--- src/sv/atev_delay.sv ---
// Register delay line with a reset valid bit per stage.
// No dependencies.
module atev_delay #(
  parameter int W = 8,
  parameter int N = 2
) (
  input  logic         clk_i,
  input  logic         rst_ni,
  input  logic         vld_i,
  input  logic [W-1:0] dat_i,
  output logic         vld_o,
  output logic [W-1:0] dat_o
);

  logic [N-1:0] vld_q;
  logic [W-1:0] dat_q [N];

  always_ff @(posedge clk_i or negedge rst_ni) begin
    if (!rst_ni) begin
      vld_q <= '0;
    end else begin
      vld_q[0] <= vld_i;
      for (int i = 1; i < N; i++) begin
        vld_q[i] <= vld_q[i-1];
      end
    end
  end

  always_ff @(posedge clk_i) begin
    dat_q[0] <= dat_i;
    for (int i = 1; i < N; i++) begin
      dat_q[i] <= dat_q[i-1];
    end
  end

  assign vld_o = vld_q[N-1];
  assign dat_o = dat_q[N-1];

endmodule

--- config.mk ---
export PLATFORM = sky130hd
export DESIGN_NAME = atev_delay
export DESIGN_NICKNAME = d
export VERILOG_FILES = /design/src/sv/atev_delay.sv
export SDC_FILE = /design/constraint.sdc
export NUM_CORES = 1
export LEC_CHECK = 0
export BUFFER_PORTS_ARGS = -buffer_cell sky130_fd_sc_hd__buf_2
export CAP_MARGIN = 25
export CORE_ASPECT_RATIO = 0.9
export CORE_UTILIZATION = 24
export DETAILED_ROUTE_END_ITERATION = 7
export PLACE_DENSITY_LB_ADDON = 0.3
export SLEW_MARGIN = 0
export SYNTH_ARGS = -nofsm -noshare
export SYNTH_HDL_FRONTEND = slang
export SYNTH_SLANG_ARGS = --single-unit
--- constraint.sdc ---
create_clock -name clk_i -period 0.9 [get_ports clk_i]
set_input_delay 0.045 -clock clk_i [delete_from_list [all_inputs] [get_ports clk_i]]
set_output_delay 0.045 -clock clk_i [all_outputs]
set_load 0.01 [all_outputs]
==> summary.txt <==
Route
  • Initial drt markers: 0
  • DRT antenna net count: 0
  • Routed len/inst: ~7.3 um
  • Via density: ~3.2
  • Via count: 240
  • WL final: 548 um
  • DR pass1 iterations: 1
  • DRC Markers: 0

Setup path
  • Flop2flop setup slack: ~0.44 ns
  • Worst setup EP type: output pin
  • CP Launch Point: vld_q[1]
  • Startpoint of the worst register-to-register path: vld_q[0]
  • CP max stage delay: 0.36 ns
  • CP Max Fanout: 1
  • R2R Path End: vld_q[1]
  • R2r worst-path depth: 0
  • Delay-heaviest family, CP: flip-flops
  • Worst-path cell chain: buf_2
  • Worst Setup Start Kind: register
  • WP data arrival: between 0.7 and 0.8 ns
  • Setup CP Type: reg2out
  • CP max stage cell: dfrtp_1
  • CP required: 0.85 ns
  • Buf+Inv Stages, Crit Path: 1

Logic synthesis
  • Most common cell in the netlist: dfxtp_1
  • Sequential share of the synthesized area: 86.05%
  • Synth Register Bits: 18
  • Mean Syn Cell Area: 16.55 um^2
  • Proportion of synthesized area in mux cells: 0%
  • Post-Synth Simple-Gate Area: 0%
  • Compound-gate portion of the synthesized area: 0%
  • Yosys warning count: 0
  • Netlist cell types: 3
  • Post-Synth Adder-Cell Area: 0%
  • Main combinational cell family by area after synthesis: buffers and inverters
  • Synth top cells by count: 16 x dfxtp_1, 8 x buf_4, 2 x dfrtp_1
  • Synth top area cells: dfxtp_1 74%, buf_4 14%, dfrtp_1 12%
  • Post-synth EDFFs: 0
  • Synth Area in XOR/XNOR: 0%
  • Syn nets: 37
  • Dominant synthesized flop cell: dfxtp_1
  • Mapped Cells: 26
  • Top cell type's share of synthesized area: between 70% and 80%
  • Async S/R FF share, synth: ~11%
  • Mapped cell area: 430.4 um^2
  • Cell taking the most area after synthesis: dfxtp_1

Layout
  • Fill cell count: 183
  • Layout cell share with drive strength beyond 1: a little under half
  • #MultiIn Comb: 0
  • Synthesis-to-finish area growth: 46.80%
  • Reg area: 370.4 um^2
  • NumNets Final: between 60 and 70
  • Multi-input gate area: 0 um^2
  • ANT cells: 0

STA
  • Crit share post-route: 91.12%
  • FMAX: 1219 MHz
  • RSZ-0062 raised after global routing: false
  • Final Setup Violations: 0
  • Final Hold Viols: 0
  • Worst-Margin Slew: about 0.096 ns
  • Fin. max-slew vios: 0
  • Fin crit period: 0.8200 ns
  • Setup TNS: 0 ns
  • Post-route worst setup slack: 0.07996 ns
  • Slew HR: between 90% and 100%
  • Final setup skew: ~0.0011 ns

Clocking
  • CTS Root Cell: clkbuf_4
  • Worst-skew pair later-pin latency: 0.28 ns
  • Post_cts resized: 0
  • CTS hold repair buffers: 10
  • CTS tree: built
  • Setup repair bufs after CTS: 0
  • # clock sinks: 18
  • Clock buffer depth: 2
  • Worst-path clk slew: 0.09 ns
  • H-tree Lvls: 1
  • Total CTS buffers: 3

Floorplanning
  • Area of the die: 1967 um^2
  • I/O Pins: 20
  • Initial Util: between 20 and 30%
  • # rows: 14
  • Die W: between 40 and 50 um
  • Area of the core: 1682 um^2
  • Die Y: between 40 and 50 um

Place
  • Port Buf Inserts: 19
  • Dpl ws: 0.3926 ns
  • Routability Congestion: 0.5615

Global routing
  • First-pass GRT wire length: ~900 um
  • GR Overflow Total: 0
  • Vias in the first global route: 229
  • Pin count of the biggest net entering global routing: 11
  • GRT Util Overall: 6.953%
  • Initial antenna violation count: 0

Power and ir drop
  • Leakage Power: 0.2958 nW
  • VDD IR max: 1.441 mV
  • PwrDens: around 2200 nW/um^2

Run status
  • Status: finished, final reports clean

Job
  • Max Cap Viol: 0

Hold path
  • Hold Crit Class: in2async
report_power, final:
part	total (mW)	internal, mW	switching (mW)
Sequential	0.848	0.840	0.00803
Combinational	0.0853	0.0569	0.0285
Clock	0.474	0.246	0.228
Total	1.41	1.14	0.264
final cells by class:
| cell class | instances | share of cell area (%) |
|---|---|---|
| sequential | 18 | 58.61 |
| timing repair buffer | 29 | 30.89 |
| clock buffer | 4 | 5.743 |
| tap | 24 | 4.752 |
cells in the final DEF, fill, tap and decap left out:
master / count
clkbuf_8: 1
clkbuf_4: 3
dfxtp_1: 16
dlygate4sd3_1: 10
dfrtp_1: 2
buf_2: 19
cells by family (layout without fill, tap and decap cells):
family	after synthesis	after routing
buffers and inverters	8	33
DFF	18	18
state kept, by name, summed over array words and instances, names as in the netlist:
signal	count
dat_q	16
vld_q	2
through the flow:
stage	util (%)	cell area, um^2	total power, mW	instances	hold slack, ns
after floorplan	-	430.4	0.9027	26	-0.2506
after global placement	29.46	495.5	0.9180	61	-0.1688
after detailed placement	29.46	495.5	0.9197	61	-0.1658
after CTS	37.57	631.9	1.431	75	0.04548
after global routing	37.57	631.9	1.480	75	0.06449
final	37.57	631.9	1.407	75	0.06337
metal layers:
metal | track usage, % | vias up | share of wire [%]
li1 | - | 121 | -
met1 | 5.978 | 106 | 40
met2 | 10.00 | 13 | 48
met3 | 7.328 | 0 | 11
met4 | 3.429 | 0 | 0
met5 | 0 | - | 0
worst max path at each step:
stage | end | slack, ns | cells past startpoint
after floorplan | vld_q[1] | 0.45 | 0
after global placement | vld_o | 0.39 | 1
after detailed placement | vld_o | 0.39 | 1
after CTS | vld_o | 0.06 | 1
after global routing | vld_o | 0.03 | 1
final | vld_o | 0.08 | 1
(Power assumes the default switching activity.)
