[config.mk]
export PLATFORM = sky130hd
export DESIGN_NAME = atev_cdiv
export DESIGN_NICKNAME = d
export VERILOG_FILES = /design/src/sv/atev_cdiv.sv
export SDC_FILE = /design/constraint.sdc
export NUM_CORES = 2
export LEC_CHECK = 0
export BUFFER_PORTS_ARGS = -buffer_cell sky130_fd_sc_hd__buf_2
export CORE_MARGIN = 2
export CORE_UTILIZATION = 69
export DETAILED_ROUTE_END_ITERATION = 12
export GPL_ROUTABILITY_DRIVEN = 0
export GPL_TIMING_DRIVEN = 0
export PLACE_DENSITY = 0.93
export SLEW_MARGIN = 5
export SYNTH_ARGS = -nofsm -noshare
export SYNTH_HDL_FRONTEND = slang
export SYNTH_SLANG_ARGS = --single-unit
[constraint.sdc]
create_clock -name clk_i -period 16.1 [get_ports clk_i]
set_clock_uncertainty 0.15 [all_clocks]
set_input_delay 1.61 -clock clk_i [delete_from_list [all_inputs] [get_ports clk_i]]
set_output_delay 1.61 -clock clk_i [all_outputs]
set_load 0.03 [all_outputs]
[src/sv/atev_cdiv.sv]
// Three-stage divider by a constant: reciprocal multiply in two halves,
// then one remainder check. No dependencies.
module atev_cdiv #(
  parameter int NW = 37,
  parameter int D  = 5000
) (
  input  logic          clk_i,
  input  logic          rst_ni,
  input  logic          vld_i,
  input  logic [NW-1:0] num_i,
  output logic          vld_o,
  output logic [NW-1:0] quo_o
);

  localparam int H  = NW / 2;
  localparam int MW = NW - $clog2(D) + 1;
  localparam logic [MW-1:0] M = MW'((64'd1 << NW) / 64'(D));

  logic [2:0]          vld_q;
  logic [H+MW-1:0]     lo_q;
  logic [NW-H+MW-1:0]  hi_q;
  logic [NW-1:0]       n1_q, n2_q;
  logic [MW-1:0]       q0_q;
  logic [NW-1:0]       quo_q;
  logic [NW+MW-1:0]    sum;
  logic [NW-1:0]       qd, rem;

  // The truncated reciprocal undershoots by less than one, so the estimate
  // is the quotient or one below it.
  assign sum = {hi_q, {H{1'b0}}} + (NW+MW)'(lo_q);
  assign qd  = NW'(NW'(q0_q) * NW'(D));
  assign rem = n2_q - qd;

  always_ff @(posedge clk_i or negedge rst_ni) begin
    if (!rst_ni) begin
      vld_q <= '0;
    end else begin
      vld_q <= {vld_q[1:0], vld_i};
    end
  end

  always_ff @(posedge clk_i) begin
    lo_q  <= (H+MW)'(num_i[H-1:0]) * (H+MW)'(M);
    hi_q  <= (NW-H+MW)'(num_i[NW-1:H]) * (NW-H+MW)'(M);
    n1_q  <= num_i;
    q0_q  <= sum[NW+MW-1:NW];
    n2_q  <= n1_q;
    quo_q <= NW'(q0_q) + NW'(rem >= NW'(D));
  end

  assign vld_o = vld_q[2];
  assign quo_o = quo_q;

endmodule

==> flow_metrics.env <==
export IMPL_hold_path_depth=0
export IMPL_async_flop_share_pct=1.596
export IMPL_synth_edff_count=0
export IMPL_post_drt_wl_per_cell_um=21.74
export IMPL_top_level_ports=78
export IMPL_start_util_pct=69.57
export IMPL_crit_family="compound AO/OA/AOI/OAI gates"
export IMPL_core_sq_um=38380
export IMPL_rows=72
export IMPL_synth_top_cells_by_count="inv_1, ha_1, fa_1"
export IMPL_clock_sinks=188
export IMPL_cts_buffer_depth=2
export IMPL_yosysTopAreaCell="fa_1"
export IMPL_nFillCells=2314
export IMPL_cts_resized=0
export IMPL_die_y_um=200.7
export IMPL_layout_nets=3773
export IMPL_syn_area_per_cell_sq_um=9.819
export IMPL_path_buf_inv=5
export IMPL_antenna_found_initial=0
export IMPL_cp_slowest_cell="or4_1"
export IMPL_synth_seq_area_share_pct=14.15
export IMPL_synthTopCellsByArea="fa_1, ha_1, dfxtp_1"
export IMPL_synth_top_area_share_pct=30.14
export IMPL_postRouteAntennaNets=0
export IMPL_drc_errors=0
export IMPL_antenna_cells=0
export IMPL_synth_warnings=0
export IMPL_rsz0062_at_grt="no"
export IMPL_path_max_fanout=9
export IMPL_cts_tree="done"
export IMPL_finalMaxSlewViolations=0
export IMPL_cp_end_kind="flop"
export IMPL_cts_setup_buffers=0
export IMPL_fmax_ghz=0.09245
export IMPL_hpwl_mm=59.04
export IMPL_worstHoldEndpoint="n2_q[29]$_DFF_P_"
export IMPL_outcome="finished, final reports clean"
export IMPL_cap_violations=0
export IMPL_viasPerCell=6.189
export IMPL_grt_max_degree=25
export IMPL_setup_viol=0
export IMPL_hold_violations=0
export IMPL_synth_ff_type="dfxtp_1"
export IMPL_numCtsBuffers=17
export IMPL_post_route_min_period_ps=10820
export IMPL_finalCritPeriodShare_pct=67.18
export IMPL_critPathMaxStageDelay_ps=660
export IMPL_busiest_layer="met2"
export IMPL_die_width_um=200.7
export IMPL_root_buffer="clkbuf_16"
export IMPL_wl_mm=72.73
export IMPL_cp_data_required_time_ps=16370
export IMPL_synth_cells=2719
export IMPL_grt_pass1_vias=23155
export IMPL_use_met2_pct=63.90
export IMPL_die_area_sq_um=40280
export IMPL_first_pass_iters=8
export IMPL_worst_pin_slew_ps=1143
export IMPL_r2r_cells=41
export IMPL_grt_total_usage_pct=37.78
export IMPL_grt_ovfl_total=0
export IMPL_ys_seq_elements=188
export IMPL_rr_startpoint="q0_q[4]$_DFF_P_"
export IMPL_htreeDepth=4
export IMPL_grt_pass1_wl_mm=118.2
export IMPL_crit_type="flop to flop"
export IMPL_clk_latency_ps=500
export IMPL_grt_use_met1_pct=41.29
export IMPL_ys_types=72
export IMPL_initialDrtViolationCount=2326
export IMPL_met3_usage_pct=10.16
export IMPL_r2r_slack_ps=5280
export IMPL_start_kind="flop"
export IMPL_synth_most_common_cell="inv_1"
export IMPL_arrival_ps=11080
export IMPL_vias=20701
export IMPL_final_setup_tns_ps=0
export IMPL_min_delay_start="n1_q[29]$_DFF_P_"
export IMPL_slew_headroom_pct=21.82
export IMPL_clk_pin_slew_ps=100
export IMPL_hold_buffers=0
export IMPL_r2r_end="quo_o[24]$_DFF_P_"
export IMPL_syn_area_sq_um=26700
export IMPL_cp_common_cell="ha_1"
export IMPL_hold_path_class="flop to flop"
export IMPL_drive_above_1_share_pct=4.634
export IMPL_place_port_buffers=66
export IMPL_area_growth_pct=6.266
layout by cell type (no fill, tap or decap), types with 10 or more instances in the layout:
master,n
nand4_1,31
clkbuf_1,15
o21a_1,27
buf_2,71
xnor2_1,99
nor2_1,91
a31oi_1,13
clkbuf_16,17
inv_1,696
ha_1,517
nor3_1,31
nand2_1,70
o31ai_1,10
and3_1,13
fa_1,402
a21oi_1,94
a21o_1,57
xor2_1,48
o21bai_1,15
conb_1,11
buf_4,11
o21ai_0,73
nand3_1,33
nor2b_1,18
dfxtp_1,185
nand2b_1,17
a211oi_1,23
metrics by stage:
step / utilization, % / hold WS (ps) / setup WS, ps / instance area, sq um / cells
after CTS: 73.93 / 176.9 / 5595 / 28370 / 3345
after global placement: 72.22 / 161.9 / 6012 / 27710 / 3313
after floorplan: - / 159.6 / 7427 / 26740 / 2729
after detailed placement: 72.22 / 162.1 / 5670 / 27710 / 3313
after global routing: 73.93 / 179.0 / 4458 / 28370 / 3345
final: 73.93 / 177.7 / 5283 / 28370 / 3345
registers in the layout, indices dropped and copies added (netlist names):
signal / flops
vld_q: 3
q0_q: 25
n1_q: 34
hi_q: 42
lo_q: 24
n2_q: 34
quo_o: 26
metal layers:
layer,part of all wire (%),wire length [um]
met1,34,24680
met2,48,34880
met3,9.9,7209
met4,8.1,5911
met5,0.062,45
how the worst max path moves through the flow:
stage / start / slack, ps / cells after the start / to
floorplan: q0_q[4]$_DFF_P_ / 7430 / 41 / quo_o[24]$_DFF_P_
global placement: q0_q[4]$_DFF_P_ / 6010 / 41 / quo_o[24]$_DFF_P_
detailed placement: q0_q[4]$_DFF_P_ / 5670 / 41 / quo_o[24]$_DFF_P_
CTS: q0_q[4]$_DFF_P_ / 5590 / 41 / quo_o[24]$_DFF_P_
global route: q0_q[4]$_DFF_P_ / 4460 / 41 / quo_o[24]$_DFF_P_
finish: q0_q[4]$_DFF_P_ / 5280 / 41 / quo_o[24]$_DFF_P_
cells by family after synthesis:
family	synth area share [%]
AO/OA/AOI/OAI	9.509
XOR/XNOR	4.907
adder cells (fa/ha/maj)	54.37
buffers and inverters	10.44
flip-flops	14.15
multiplexers	0.1593
other	0.01405
AND/OR/NAND/NOR	6.444
cell type report:
type	count	area, sq um	area share [%]
Buffer	32	175.2	0.6174
Clock buffer	17	425.4	1.499
Clock inverter	15	231.5	0.8159
Inverter	696	2613	9.208
Multi-Input combinational cell	1813	20170	71.09
Sequential cell	188	3779	13.32
Tap cell	518	648.1	2.284
Timing Repair Buffer	66	330.3	1.164
Power is not shown: default switching activity piles up to over one toggle a cycle in this logic, so the estimate is an artifact.
